<file path="src/rtl/bzp_pkg.sv">
// Shared types and constants for the buzzer tone sequence player.
`default_nettype none
package bzp_pkg;

  localparam int unsigned QUEUE_DEPTH = 32;
  localparam int unsigned ADDR_W      = $clog2(QUEUE_DEPTH);
  localparam int unsigned POS_W       = $clog2(QUEUE_DEPTH + 1);
  localparam int unsigned POS_OUT_W   = 6;

  localparam int unsigned WORD_W   = 32;
  localparam int unsigned FREQ_W   = 16;
  localparam int unsigned DUR_W    = 8;
  localparam int unsigned PCLK_W   = 28;
  localparam int unsigned PERIOD_W = 18;
  localparam int unsigned CMP_W    = 12;
  localparam int unsigned N_W      = 8;
  localparam int unsigned TICK_W   = 17;
  localparam int unsigned CFG_IDX_W = 1;

  localparam int unsigned DVD_W     = 30;
  localparam int unsigned DVS_W     = 26;
  localparam int unsigned DIV_CNT_W = $clog2(DVD_W);

  localparam logic [WORD_W-1:0]   START_WORD   = 32'h0101_0001;
  localparam logic [WORD_W-1:0]   STOP_WORD    = 32'h0202_0002;
  localparam logic [FREQ_W-1:0]   DEFAULT_FREQ = 16'd524;
  localparam logic [DVS_W-1:0]    FREQ_SCALE   = 26'd800;
  localparam logic [DVS_W-1:0]    CMP_DIV      = 26'd100;
  // 9 * pclk / 12e6 reduced to 3 * pclk / 4e6 (same floor)
  localparam logic [DVD_W-1:0]    TICK_MUL     = 30'd3;
  localparam logic [DVS_W-1:0]    TICK_DIV     = 26'd4000000;
  localparam logic [N_W-1:0]      N_DEFAULT    = 8'd9;
  localparam logic [PERIOD_W-1:0] PERIOD_MAX   = 18'h3FFFF;

  localparam logic [PCLK_W-1:0] PCLK_RESET = 28'd6000000;

  localparam logic [CFG_IDX_W-1:0] CFG_PCLK = 1'b0;
  localparam logic [CFG_IDX_W-1:0] CFG_LTM  = 1'b1;

  typedef enum logic [2:0] {
    ST_IDLE,
    ST_CLEAR,
    ST_READ,
    ST_EVAL,
    ST_DIV_PER,
    ST_DIV_CMP,
    ST_DIV_TICK
  } state_e;

endpackage
`default_nettype wire

</file>
<file path="src/rtl/bzp_ram.sv">
// Generic single-write, single-read RAM with registered read data.
`default_nettype none
module bzp_ram #(
  parameter int unsigned WIDTH = 32,
  parameter int unsigned DEPTH = 32
) (
  input  wire logic                     clk_i,
  input  wire logic                     we_i,
  input  wire logic [$clog2(DEPTH)-1:0] waddr_i,
  input  wire logic [WIDTH-1:0]         wdata_i,
  input  wire logic                     re_i,
  input  wire logic [$clog2(DEPTH)-1:0] raddr_i,
  output logic      [WIDTH-1:0]         rdata_o
);

  logic [WIDTH-1:0] mem_q [DEPTH];
  logic [WIDTH-1:0] rdata_q;

  always_ff @(posedge clk_i) begin
    if (we_i) begin
      mem_q[waddr_i] <= wdata_i;
    end
    if (re_i) begin
      rdata_q <= mem_q[raddr_i];
    end
  end

  assign rdata_o = rdata_q;

endmodule
`default_nettype wire

</file>
<file path="src/rtl/bzp_div.sv">
// Bit-serial restoring divider, one quotient bit per cycle.
`default_nettype none
module bzp_div (
  input  wire logic                       clk_i,
  input  wire logic                       rst_ni,
  input  wire logic                       start_i,
  input  wire logic [bzp_pkg::DVD_W-1:0]  dividend_i,
  input  wire logic [bzp_pkg::DVS_W-1:0]  divisor_i,
  output logic                            done_o,
  output logic      [bzp_pkg::DVD_W-1:0]  quot_o
);

  logic                          run_q, run_d;
  logic                          done_q, done_d;
  logic [bzp_pkg::DIV_CNT_W-1:0] cnt_q, cnt_d;
  logic [bzp_pkg::DVD_W-1:0]     dvd_q, dvd_d;
  logic [bzp_pkg::DVS_W-1:0]     dvs_q, dvs_d;
  logic [bzp_pkg::DVS_W-1:0]     rem_q, rem_d;
  logic [bzp_pkg::DVS_W:0]       shifted;
  logic [bzp_pkg::DVS_W:0]       diff;
  logic                          ge;

  assign shifted = {rem_q, dvd_q[bzp_pkg::DVD_W-1]};
  assign diff    = shifted - {1'b0, dvs_q};
  assign ge      = shifted >= {1'b0, dvs_q};

  always_comb begin
    run_d  = run_q;
    done_d = 1'b0;
    cnt_d  = cnt_q;
    dvd_d  = dvd_q;
    dvs_d  = dvs_q;
    rem_d  = rem_q;
    if (start_i) begin
      run_d = 1'b1;
      cnt_d = '0;
      dvd_d = dividend_i;
      dvs_d = divisor_i;
      rem_d = '0;
    end else if (run_q) begin
      rem_d = ge ? diff[bzp_pkg::DVS_W-1:0] : shifted[bzp_pkg::DVS_W-1:0];
      dvd_d = {dvd_q[bzp_pkg::DVD_W-2:0], ge};
      cnt_d = cnt_q + 1'b1;
      if (cnt_q == bzp_pkg::DIV_CNT_W'(bzp_pkg::DVD_W - 1)) begin
        run_d  = 1'b0;
        done_d = 1'b1;
      end
    end
  end

  always_ff @(posedge clk_i or negedge rst_ni) begin
    if (!rst_ni) begin
      run_q  <= 1'b0;
      done_q <= 1'b0;
      cnt_q  <= '0;
    end else begin
      run_q  <= run_d;
      done_q <= done_d;
      cnt_q  <= cnt_d;
    end
  end

  always_ff @(posedge clk_i) begin
    dvd_q <= dvd_d;
    dvs_q <= dvs_d;
    rem_q <= rem_d;
  end

  assign done_o = done_q;
  assign quot_o = dvd_q;

endmodule
`default_nettype wire

</file>
<file path="src/rtl/buzzer_tone_sequence_player_unit.sv">
// An append, a counted tick or an ignored command strobes done_o in the cycle after start.
// A stop word sweeps zeros through the queue and then strobes done_o.
// Playing a tone reads a queue word, then runs three bit-serial divisions in a shared divider.
// One command at a time; busy stays high until its result strobe, which cannot be stalled.
// Reset clears control and tone state but not rd_addr_q, rd_zero_q or dur_q, and restores
// pclk_q and ltm_q to their defaults; the queue RAM is not reset.
`default_nettype none
module buzzer_tone_sequence_player_unit (
  input  wire logic                              clk_i,
  input  wire logic                              rst_ni,
  input  wire logic                              start,
  output logic                                   busy,
  input  wire logic                              cmd_i,
  input  wire logic [bzp_pkg::WORD_W-1:0]        command_word_i,
  input  wire logic                              cfg_valid_i,
  output logic                                   cfg_ready_o,
  input  wire logic [bzp_pkg::CFG_IDX_W-1:0]     cfg_index_i,
  input  wire logic [bzp_pkg::PCLK_W-1:0]        cfg_data_i,
  output logic                                   done_o,
  output logic      [bzp_pkg::PERIOD_W-1:0]      period_count_o,
  output logic      [bzp_pkg::CMP_W-1:0]         compare_count_o,
  output logic                                   tone_on_o,
  output logic                                   playing_o,
  output logic      [bzp_pkg::POS_OUT_W-1:0]     play_position_o
);

  bzp_pkg::state_e state_q, state_d;

  logic [bzp_pkg::PCLK_W-1:0]   pclk_q, pclk_d;
  logic                         ltm_q, ltm_d;
  logic [bzp_pkg::POS_W-1:0]    pos_q, pos_d;
  logic [bzp_pkg::ADDR_W-1:0]   last_q, last_d;
  logic                         stopped_q, stopped_d;
  logic                         armed_q, armed_d;
  logic [bzp_pkg::TICK_W-1:0]   ticks_q, ticks_d;
  logic                         ton_q, ton_d;
  logic [bzp_pkg::PERIOD_W-1:0] reload_q, reload_d;
  logic [bzp_pkg::CMP_W-1:0]    cmp_q, cmp_d;
  logic [bzp_pkg::ADDR_W-1:0]   clr_q, clr_d;
  logic [bzp_pkg::ADDR_W-1:0]   rd_addr_q, rd_addr_d;
  logic                         rd_zero_q, rd_zero_d;
  logic [bzp_pkg::DUR_W-1:0]    dur_q, dur_d;
  logic                         done_q, done_d;

  logic                         acc;
  logic                         pos_room;
  logic                         clr_last;
  logic                         is_start;
  logic                         is_stop;
  logic                         expire;
  logic [bzp_pkg::WORD_W-1:0]   word;
  logic                         word_bad;
  logic [bzp_pkg::FREQ_W-1:0]   freq;
  logic [bzp_pkg::PERIOD_W-1:0] per_calc;
  logic [bzp_pkg::N_W-1:0]      n_calc;
  logic [2*bzp_pkg::N_W-1:0]    dur_prod;

  logic                         ram_we;
  logic [bzp_pkg::ADDR_W-1:0]   ram_waddr;
  logic [bzp_pkg::WORD_W-1:0]   ram_wdata;
  logic                         ram_re;
  logic [bzp_pkg::WORD_W-1:0]   ram_rdata;

  logic                         div_start;
  logic [bzp_pkg::DVD_W-1:0]    div_dvd;
  logic [bzp_pkg::DVS_W-1:0]    div_dvs;
  logic                         div_done;
  logic [bzp_pkg::DVD_W-1:0]    div_quot;

  bzp_ram #(
    .WIDTH (bzp_pkg::WORD_W),
    .DEPTH (bzp_pkg::QUEUE_DEPTH)
  ) u_queue (
    .clk_i   (clk_i),
    .we_i    (ram_we),
    .waddr_i (ram_waddr),
    .wdata_i (ram_wdata),
    .re_i    (ram_re),
    .raddr_i (rd_addr_q),
    .rdata_o (ram_rdata)
  );

  bzp_div u_div (
    .clk_i      (clk_i),
    .rst_ni     (rst_ni),
    .start_i    (div_start),
    .dividend_i (div_dvd),
    .divisor_i  (div_dvs),
    .done_o     (div_done),
    .quot_o     (div_quot)
  );

  assign acc      = start && (state_q == bzp_pkg::ST_IDLE);
  assign pos_room = pos_q < bzp_pkg::POS_W'(bzp_pkg::QUEUE_DEPTH);
  assign clr_last = clr_q == bzp_pkg::ADDR_W'(bzp_pkg::QUEUE_DEPTH - 1);
  assign is_start = command_word_i == bzp_pkg::START_WORD;
  assign is_stop  = (command_word_i == '0) || (command_word_i == bzp_pkg::STOP_WORD);
  assign expire   = armed_q && (ticks_q <= bzp_pkg::TICK_W'(1));

  assign word     = rd_zero_q ? '0 : ram_rdata;
  assign word_bad = (word == '0) || word[bzp_pkg::WORD_W-1];
  assign freq     = (word[bzp_pkg::FREQ_W-1:0] == '0) ? bzp_pkg::DEFAULT_FREQ
                                                      : word[bzp_pkg::FREQ_W-1:0];

  always_comb begin
    if (div_quot == '0) begin
      per_calc = '0;
    end else if (div_quot > bzp_pkg::DVD_W'(bzp_pkg::PERIOD_MAX) + 1'b1) begin
      per_calc = bzp_pkg::PERIOD_MAX;
    end else begin
      per_calc = bzp_pkg::PERIOD_W'(div_quot - 1'b1);
    end
  end

  assign n_calc   = (div_quot == '0) ? bzp_pkg::N_DEFAULT : bzp_pkg::N_W'(div_quot);
  assign dur_prod = dur_q * n_calc;

  // next state
  always_comb begin
    state_d = state_q;
    case (state_q)
      bzp_pkg::ST_IDLE: begin
        if (acc) begin
          if (!cmd_i) begin
            if (is_start) begin
              state_d = bzp_pkg::ST_READ;
            end else if (is_stop) begin
              state_d = bzp_pkg::ST_CLEAR;
            end
          end else if (expire && !stopped_q) begin
            state_d = bzp_pkg::ST_READ;
          end
        end
      end
      bzp_pkg::ST_CLEAR: begin
        if (clr_last) begin
          state_d = bzp_pkg::ST_IDLE;
        end
      end
      bzp_pkg::ST_READ: begin
        state_d = bzp_pkg::ST_EVAL;
      end
      bzp_pkg::ST_EVAL: begin
        state_d = word_bad ? bzp_pkg::ST_IDLE : bzp_pkg::ST_DIV_PER;
      end
      bzp_pkg::ST_DIV_PER: begin
        if (div_done) begin
          state_d = bzp_pkg::ST_DIV_CMP;
        end
      end
      bzp_pkg::ST_DIV_CMP: begin
        if (div_done) begin
          state_d = bzp_pkg::ST_DIV_TICK;
        end
      end
      bzp_pkg::ST_DIV_TICK: begin
        if (div_done) begin
          state_d = bzp_pkg::ST_IDLE;
        end
      end
      default: begin
        state_d = bzp_pkg::ST_IDLE;
      end
    endcase
  end

  // control outputs
  always_comb begin
    ram_we    = 1'b0;
    ram_waddr = pos_q[bzp_pkg::ADDR_W-1:0];
    ram_wdata = command_word_i;
    ram_re    = 1'b0;
    div_start = 1'b0;
    div_dvd   = bzp_pkg::DVD_W'(pclk_q);
    div_dvs   = bzp_pkg::DVS_W'(freq) * bzp_pkg::FREQ_SCALE;
    done_d    = 1'b0;
    case (state_q)
      bzp_pkg::ST_IDLE: begin
        if (acc) begin
          if (!cmd_i) begin
            ram_we = pos_room && !is_stop;
            done_d = !is_start && !is_stop;
          end else begin
            done_d = !(expire && !stopped_q);
          end
        end
      end
      bzp_pkg::ST_CLEAR: begin
        ram_we    = 1'b1;
        ram_waddr = clr_q;
        ram_wdata = '0;
        done_d    = clr_last;
      end
      bzp_pkg::ST_READ: begin
        ram_re = 1'b1;
      end
      bzp_pkg::ST_EVAL: begin
        div_start = !word_bad;
        done_d    = word_bad;
      end
      bzp_pkg::ST_DIV_PER: begin
        div_start = div_done;
        div_dvd   = bzp_pkg::DVD_W'(per_calc);
        div_dvs   = bzp_pkg::CMP_DIV;
      end
      bzp_pkg::ST_DIV_CMP: begin
        div_start = div_done;
        div_dvd   = bzp_pkg::DVD_W'(pclk_q) * bzp_pkg::TICK_MUL;
        div_dvs   = bzp_pkg::TICK_DIV;
      end
      bzp_pkg::ST_DIV_TICK: begin
        done_d = div_done;
      end
      default: begin
        done_d = 1'b0;
      end
    endcase
  end

  // datapath registers
  always_comb begin
    pclk_d    = pclk_q;
    ltm_d     = ltm_q;
    pos_d     = pos_q;
    last_d    = last_q;
    stopped_d = stopped_q;
    armed_d   = armed_q;
    ticks_d   = ticks_q;
    ton_d     = ton_q;
    reload_d  = reload_q;
    cmp_d     = cmp_q;
    clr_d     = clr_q;
    rd_addr_d = rd_addr_q;
    rd_zero_d = rd_zero_q;
    dur_d     = dur_q;

    if (cfg_valid_i && cfg_ready_o) begin
      if (cfg_index_i == bzp_pkg::CFG_PCLK) begin
        pclk_d = cfg_data_i;
      end else if (cfg_index_i == bzp_pkg::CFG_LTM) begin
        ltm_d = cfg_data_i[0];
      end
    end

    case (state_q)
      bzp_pkg::ST_IDLE: begin
        if (acc) begin
          if (!cmd_i) begin
            if (is_start) begin
              last_d    = pos_room ? pos_q[bzp_pkg::ADDR_W-1:0]
                                   : bzp_pkg::ADDR_W'(bzp_pkg::QUEUE_DEPTH - 1);
              pos_d     = bzp_pkg::POS_W'(1);
              stopped_d = 1'b0;
              rd_addr_d = '0;
              rd_zero_d = 1'b0;
            end else if (is_stop) begin
              stopped_d = 1'b1;
              ton_d     = 1'b0;
              pos_d     = '0;
              clr_d     = '0;
            end else if (pos_room) begin
              pos_d = pos_q + 1'b1;
            end
          end else if (armed_q) begin
            if (!expire) begin
              ticks_d = ticks_q - 1'b1;
            end else begin
              ticks_d = '0;
              armed_d = 1'b0;
              if (!stopped_q) begin
                rd_addr_d = pos_q[bzp_pkg::ADDR_W-1:0];
                rd_zero_d = !pos_room;
                pos_d     = (pos_q >= bzp_pkg::POS_W'(last_q)) ? '0 : pos_q + 1'b1;
              end
            end
          end
        end
      end
      bzp_pkg::ST_CLEAR: begin
        clr_d = clr_q + 1'b1;
      end
      bzp_pkg::ST_EVAL: begin
        if (word_bad) begin
          ton_d     = 1'b0;
          stopped_d = 1'b1;
        end else begin
          dur_d = word[bzp_pkg::WORD_W-1 -: bzp_pkg::DUR_W];
        end
      end
      bzp_pkg::ST_DIV_PER: begin
        if (div_done) begin
          reload_d = per_calc;
        end
      end
      bzp_pkg::ST_DIV_CMP: begin
        if (div_done) begin
          cmp_d = bzp_pkg::CMP_W'(div_quot);
        end
      end
      bzp_pkg::ST_DIV_TICK: begin
        if (div_done) begin
          ticks_d = ltm_q ? {dur_prod, 1'b0} : bzp_pkg::TICK_W'(dur_prod);
          armed_d = 1'b1;
          ton_d   = 1'b1;
        end
      end
      default: begin
        ton_d = ton_q;
      end
    endcase
  end

  always_ff @(posedge clk_i or negedge rst_ni) begin
    if (!rst_ni) begin
      state_q   <= bzp_pkg::ST_IDLE;
      pclk_q    <= bzp_pkg::PCLK_RESET;
      ltm_q     <= 1'b1;
      pos_q     <= '0;
      last_q    <= '0;
      stopped_q <= 1'b0;
      armed_q   <= 1'b0;
      ticks_q   <= '0;
      ton_q     <= 1'b0;
      reload_q  <= '0;
      cmp_q     <= '0;
      clr_q     <= '0;
      done_q    <= 1'b0;
    end else begin
      state_q   <= state_d;
      pclk_q    <= pclk_d;
      ltm_q     <= ltm_d;
      pos_q     <= pos_d;
      last_q    <= last_d;
      stopped_q <= stopped_d;
      armed_q   <= armed_d;
      ticks_q   <= ticks_d;
      ton_q     <= ton_d;
      reload_q  <= reload_d;
      cmp_q     <= cmp_d;
      clr_q     <= clr_d;
      done_q    <= done_d;
    end
  end

  always_ff @(posedge clk_i) begin
    rd_addr_q <= rd_addr_d;
    rd_zero_q <= rd_zero_d;
    dur_q     <= dur_d;
  end

  assign busy            = state_q != bzp_pkg::ST_IDLE;
  assign cfg_ready_o     = 1'b1;
  assign done_o          = done_q;
  assign period_count_o  = reload_q;
  assign compare_count_o = cmp_q;
  assign tone_on_o       = ton_q;
  assign playing_o       = !stopped_q;
  assign play_position_o = bzp_pkg::POS_OUT_W'(pos_q);

`ifndef SYNTHESIS
  a_done_idle: assert property (@(posedge clk_i) disable iff (!rst_ni)
    done_o |-> !busy)
    else $error("result strobe while a transaction is still in progress");

  a_tone_playing: assert property (@(posedge clk_i) disable iff (!rst_ni)
    tone_on_o |-> playing_o)
    else $error("tone running while playback is stopped");

  a_busy_cause: assert property (@(posedge clk_i) disable iff (!rst_ni)
    $rose(busy) |-> $past(start))
    else $error("busy raised without an accepted transaction");

  a_clear_len: assert property (@(posedge clk_i) disable iff (!rst_ni)
    (state_q == bzp_pkg::ST_CLEAR && clr_last) |=> (done_o && !busy))
    else $error("queue clear did not end with a result strobe");
`endif

endmodule
`default_nettype wire
</file>
<file path="config.mk">
export PLATFORM = sky130hd
export DESIGN_NAME = buzzer_tone_sequence_player_unit
export DESIGN_NICKNAME = d
export VERILOG_FILES = /design/src/rtl/bzp_pkg.sv /design/src/rtl/bzp_ram.sv /design/src/rtl/bzp_div.sv /design/src/rtl/buzzer_tone_sequence_player_unit.sv
export SDC_FILE = /design/constraint.sdc
export NUM_CORES = 2
export LEC_CHECK = 0
export BUFFER_PORTS_ARGS = -buffer_cell sky130_fd_sc_hd__buf_2
export CAP_MARGIN = 20
export CORE_UTILIZATION = 35
export DETAILED_ROUTE_END_ITERATION = 16
export GPL_TIMING_DRIVEN = 0
export PLACE_DENSITY_LB_ADDON = 0.1
export SLEW_MARGIN = 20
export SYNTH_ARGS = -nofsm -noshare
export SYNTH_HDL_FRONTEND = slang
export SYNTH_SLANG_ARGS = --single-unit
</file>
<file path="constraint.sdc">
create_clock -name clk_i -period 13.7 [get_ports clk_i]
set_clock_uncertainty 0.2 [all_clocks]
set_input_delay 4.11 -clock clk_i [delete_from_list [all_inputs] [get_ports clk_i]]
set_output_delay 4.11 -clock clk_i [all_outputs]
set_load 0.02 [all_outputs]
</file>
# == Word level (Yosys, flattened, before mapping) ==
# Memory sizes are Yosys's and may differ from the RTL's. A register that Yosys moved wholly into a read port is not among the register bits.
# Cells that the tools add are included.
# totals
reg_bits,202
mem_bits_rw,1024
input_bits,66
output_inout_bits,41
word_cells,198
mem_count,1
# memory_table
memory,words,word_bits,rd,rd_clocked_by_memory_dff,write_ports,line_no,text
u_queue.mem_q,32,32,1,1,1,bzp_ram.sv:16,logic [WIDTH-1:0] mem_q [DEPTH];
# classes
add_sub_neg,6
mul,3
magnitude_cmp,5
eq_ne,27
mux,90
bitwise_logic,3
reduce_logical,41
# ops
operator,count
17-bit two-way mux,6
5-bit two-way mux,13
32-bit logical NOT,2
32-bit two-way mux,2
30-bit two-way mux,2
30-bit case mux with 2 select lines,1
26-bit case mux with 2 select lines,1
6-bit two-way mux,8
18-bit two-way mux,2
17-bit case mux with 2 select lines,1
1-bit two-way mux,33
32-bit by 25-bit == test with 1-bit output (second input constant),1
32-bit by 26-bit == test with 1-bit output (second input constant),1
30-bit by 19-bit greater-than comparator with 1-bit output (second input constant),1
30-bit logical NOT,1
28-bit by 2-bit multiplier with 30-bit output (second input constant),1
3-bit two-way mux,10
27-bit by 26-bit >= comparator with 1-bit output,1
26-bit two-way mux,1
26-bit subtractor,1
16-bit by 5-bit multiplier with 21-bit output (second input constant),1
3-bit case mux with 7 select lines,1
2-bit != test (second input constant),9
18-bit by 1-bit subtractor with 18-bit output (second input constant),1
other kinds (36),74

# == Logic depth before layout (Yosys ltp) ==
# logic_depth
depth_word,9
depth_mapped,26
mapped_depth_nobuf,25

# == Hierarchy ==
# Synthesis repeated with hierarchy kept, for this count alone.
# unflattened
hier_cells,4188
hier_area_um2,58080.7
# modules_own_cells
module,instances,cells_per_inst,area_per_inst_um2,seq_area_each_um2
bzp_ram,1,2260,40812.9,31710.4
buzzer_tone_sequence_player_unit,1,1467,12218.0,2911.5
bzp_div,1,461,5049.8,2377.3

# == Least setup slack after synthesis ==
# OpenSTA, ideal clock, no wires.
# synth_path
kind,input port to flip-flop
startpoint,input cmd_i
endpoint,memory u_queue.mem_q[12][0] (enable)
setup_ps,421
t_arrival_ps,6421
required_ps,13079
path_slack_ps,6658
cell_stages,6
n_path_buf,1
path_cell_list,clkbuf_1 -> nor4_1 -> nand2_1 -> o22ai_1 -> nand2_1 -> nor2_1
# synth_via
elab_chain_cells,5
# synth_lines
element,line_no,text
from (decl),buzzer_tone_sequence_player_unit.sv:13,"input wire logic cmd_i,"
1-bit two-way mux,buzzer_tone_sequence_player_unit.sv:180,if (!cmd_i) begin
1-bit two-way mux,buzzer_tone_sequence_player_unit.sv:179,if (acc) begin
1-bit case mux with 2 select lines,buzzer_tone_sequence_player_unit.sv:177,case (state_q)
1-bit two-way mux,bzp_ram.sv:20,if (we_i) begin
1-bit two-way mux (implied by the code),bzp_ram.sv:21,mem_q[waddr_i] <= wdata_i;
to (decl),bzp_ram.sv:16,
# Every way passes these cells.

# == Final worst setup path ==
# layout_path
startpoint,input command_word_i[8] (netlist bit)
endpoint,memory u_queue.mem_q[31][17] (enable)
# layout_via
elab_chain_cells,9
elab_cells_between_ends,10
cone_classes,1 x eq/ne; 5 x mux; 4 x reduce/logical
# layout_lines
element,line_no,text
from (decl),buzzer_tone_sequence_player_unit.sv:14,"input wire logic [bzp_pkg::WORD_W-1:0] command_word_i,"
32-bit by 26-bit == test with 1-bit output / 32-bit logical NOT (equally long branches),buzzer_tone_sequence_player_unit.sv:97,assign is_stop = (command_word_i == '0) || (command_word_i == bzp_pkg::STOP_WORD);
1-bit logical OR (*),buzzer_tone_sequence_player_unit.sv:97,
1-bit logical NOT (*),buzzer_tone_sequence_player_unit.sv:181,ram_we = pos_room && !is_stop;
1-bit logical AND (*),buzzer_tone_sequence_player_unit.sv:181,
1-bit two-way mux (*),buzzer_tone_sequence_player_unit.sv:180,
1-bit two-way mux (*),buzzer_tone_sequence_player_unit.sv:179,
1-bit case mux with 2 select lines (*),buzzer_tone_sequence_player_unit.sv:177,
1-bit two-way mux (*),bzp_ram.sv:20,
1-bit two-way mux (implied by the code) (*),bzp_ram.sv:21,
# Mark *: on every way between the ends. The rest lies on a longest branch, timed or not.

==> flow_summary.ini <==
[place]
place_hpwl_mm = 112
port-buffer-count = 105
gp_congestion = 0.804

[timing]
tns_ns = 0
finalMaxSlewViolations = 0
max_slew_margin_pct = 25.0
tightest_slew_ns = 1.12
grt_setup_unrepaired = false
period_share_pct = 61.6
period_minus_slack_ns = 8.43
hold_viol_final = 0
hold_slack_ns = 0.281
fmaxAchievable_mhz = 119
finalSetupViolations = 0

[power_and_ir_drop]
internal-power_mw = 6.71
p_sw_mw = 2.11
p_clk_share_pct = 42.4
p_leak_nw = 22.7
ir_worst_vdd_v = 0.000132
sw_frac_of_total_pct = 23.9
p_seq_share_pct = 49.1
p_per_area_nw_per_um2 = 134
p_comb_share_pct = 8.5

[layout]
multi_input_area_um2 = 18400
seq_area_um2 = 36900
areaGrowthSynthToFinish_pct = 17.2
final_util_pct = 41.5
nFillCells = 14400
drive_gt1_share_pct = 23.9
final_nets = 3975
antenna_cells = 0

[synthesis]
avgSynthCellArea_um2 = 16.6
seq_area_frac_synth_pct = 65.6
synth_area_um2 = 56200
synth_cell_types = 99
synth_edf_count = 1122
synth_fp_nets = 3646
synth-seq-cells = 1254
synthArstFlopShare_pct = 8.45
yosys_warnings = 0
synth-main-ff-cell = edfxtp_1
syn_inst = 3379

[clock_tree]
cts_tree = done
cts_root_buf = clkbuf_16
h-tree-depth = 4
cts_hold_buf = 0
cts_max_path_buffers = 3
clkTransAtPathRegs_ns = 0.06
cts_made_buffers = 142
cts-resized-gates = 0
insertion_delay_ns = 0.79
cts_sinks = 1254
cts_setup_buffers = 0

[setup_path]
slowest_delay_ns = 0.81
critPathLaunchType = input pin
worstSetupEndpointType = flip-flop
crit_fanout = 13
critPathBufInv = 3
cp.required_ns = 14.02
worstPathArrival_ns = 8.76
cp_slowest_cell = nor2_1
crit_start = command_word_i[8]
critPathKind = in2reg
crit_path_cell_trace = buf_2, nor4_1, nand4_1, nor2_1, nand2_1, a32o_1, nand2_1, nor2_4, buf_16, buf_16
r2r-start = u_div.quot_o[1]$_DFFE_PP_
critical-path-top-delay-family = simple AND/OR/NAND/NOR gates

[global_route]
antenna_found_initial = 5
grt_pass1_wl_mm = 233
grt.total_usage_pct = 20.0
grt-ovfl-total = 0
first_global_vias = 32100
grt_max_degree = 55

[hold_path]
hold_class = reg2reg
worstHoldStart = period_count_o[17]$_DFFE_PN0P_

[routing]
drt_iter0_markers = 2713
drt_first_pass_iters = 5
totalWireLength_mm = 160
vias = 31100
antenna_left = 0
wl_per_cell_um = 27.2
viasPerCell = 5.28
drc = 0

[die]
die_x_um = 403
die_h_um = 403
io_pins = 107
core_area_um2 = 159000
die_area_um2 = 162000
start_util_pct = 35.4
rows = 146

[run_status]
outcome = complete, no violations

[run]
cap_violations = 0
==> final cells by class <==
class	count	area share (%)
buffer	160	1.06
clock buffer	181	5.75
clock inverter	76	1.15
inverter	161	0.916
multi-input combinational	1804	27.9
sequential	1254	55.9
tap	2072	3.93
timing repair buffer	185	3.39
==> power groups by stage <==
stage | clock (mW) | combinational (mW) | sequential, mW
6_report | 3.74 | 0.750 | 4.34
3_3_place_gp | 0 | 0.698 | 4.43
2_1_floorplan | 0 | 0.459 | 4.40
3_5_place_dp | 0 | 0.752 | 4.42
5_1_grt | 3.98 | 0.815 | 4.35
4_1_cts | 3.83 | 0.757 | 4.34
==> worst min-delay path, cell delays in order, from the launching register on <==
cell and delay (ns):
dfrtp_1 0.34, nand2_1 0.05, o21ai_0 0.06
==> stage by stage <==
step	worst slack, ns	cell area (um^2)	power (mW)	instances
floorplan	6.66	56200	4.86	3379
global placement	2.84	59400	5.12	5556
detailed placement	4.51	61300	5.17	5630
CTS	5.36	65800	8.93	5887
global route	5.30	65900	9.14	5893
finish	5.27	65900	8.82	5893
==> cell families after synthesis <==
kind of cell	after synthesis	synth area share (%)
flip-flops	1254	65.6
AND/OR/NAND/NOR	642	5.83
AO/OA/AOI/OAI	450	5.07
multiplexers	422	14.8
buffers and inverters	321	2.26
adder cells (fa/ha/maj)	201	5.11
XOR/XNOR	88	1.37
other	1	0.00667
==> state kept, by name (all words and copies together) (netlist names), 6 cells and up <==
name / count
ticks_q: 17
pclk_q: 28
play_position_o: 6
u_div.dvs_q: 22
u_queue.rdata_o: 32
u_queue.mem_q: 1024
u_div.rem_q: 26
dur_q: 8
compare_count_o: 12
u_div.quot_o: 30
period_count_o: 18
==> synth_stat cells, types with 16 or more instances <==
| cell type | instances | area (um^2) |
|---|---|---|
| nor4_1 | 22 | 138 |
| a21o_1 | 35 | 263 |
| ha_1 | 153 | 1910 |
| mux2_2 | 64 | 721 |
| buf_1 | 29 | 109 |
| clkbuf_1 | 106 | 398 |
| xnor2_1 | 51 | 447 |
| xor2_1 | 37 | 324 |
| o21ai_0 | 147 | 736 |
| nand2b_1 | 30 | 188 |
| nor3_1 | 38 | 190 |
| dfrtp_1 | 95 | 2380 |
| mux2i_1 | 31 | 310 |
| and2_1 | 76 | 475 |
| nor2b_1 | 41 | 257 |
| nand2_1 | 146 | 548 |
| and3_1 | 27 | 169 |
| buf_2 | 16 | 80.1 |
| mux4_2 | 320 | 7210 |
| nand3_1 | 34 | 170 |
| edfxtp_1 | 1122 | 33700 |
| fa_1 | 48 | 961 |
| nor2_1 | 163 | 612 |
| dfxtp_1 | 26 | 521 |
| inv_1 | 158 | 593 |
| a21oi_1 | 114 | 571 |
==> final timing paths <==
check / endpoint / slack, ns / cells past startpoint
setup / recovery: u_queue.mem_q[31][17]$_DFFE_PP_ / 5.27 / 10
hold / removal: period_count_o[17]$_DFFE_PN0P_ / 0.28 / 2
setup reg to reg: ticks_q[15]$_DFFE_PN0P_ / 5.87 / 23
hold reg to reg: period_count_o[17]$_DFFE_PN0P_ / 0.28 / 2
max in group asynchronous: pclk_q[0]$_DFFE_PN0P_ / 9.52 / 2
min in group asynchronous: compare_count_o[7]$_DFFE_PN0P_ / 3.11 / 1
==> cell usage in the layout, fill, tap and decap left out, types with 32 or more instances in the layout <==
| cell | instances |
|---|---|
| edfxtp_1 | 1122 |
| mux4_2 | 320 |
| inv_1 | 158 |
| ha_1 | 153 |
| o21ai_0 | 147 |
| nand2_1 | 145 |
| clkbuf_16 | 144 |
| buf_2 | 132 |
| nor2_1 | 131 |
| clkbuf_1 | 126 |
| a21oi_1 | 114 |
| dfrtp_1 | 95 |
| mux2_2 | 64 |
| and2_1 | 61 |
| xnor2_1 | 51 |
| fa_1 | 48 |
| nor2b_1 | 41 |
| buf_12 | 40 |
| nor3_1 | 38 |
| xor2_1 | 37 |
| a21o_1 | 35 |
| nand3_1 | 34 |
| nor2_4 | 32 |
| clkinv_1 | 32 |
==> routing by layer <==
metal	vias to the layer above	share of wire, %	GRT usage, %
li1	13900	-	-
met1	16300	46	27.9
met2	730	48	32.8
met3	185	4.6	3.14
met4	0	1.8	4.48
met5	-	0	0
No activity file was read; power rests on OpenSTA's default activity.
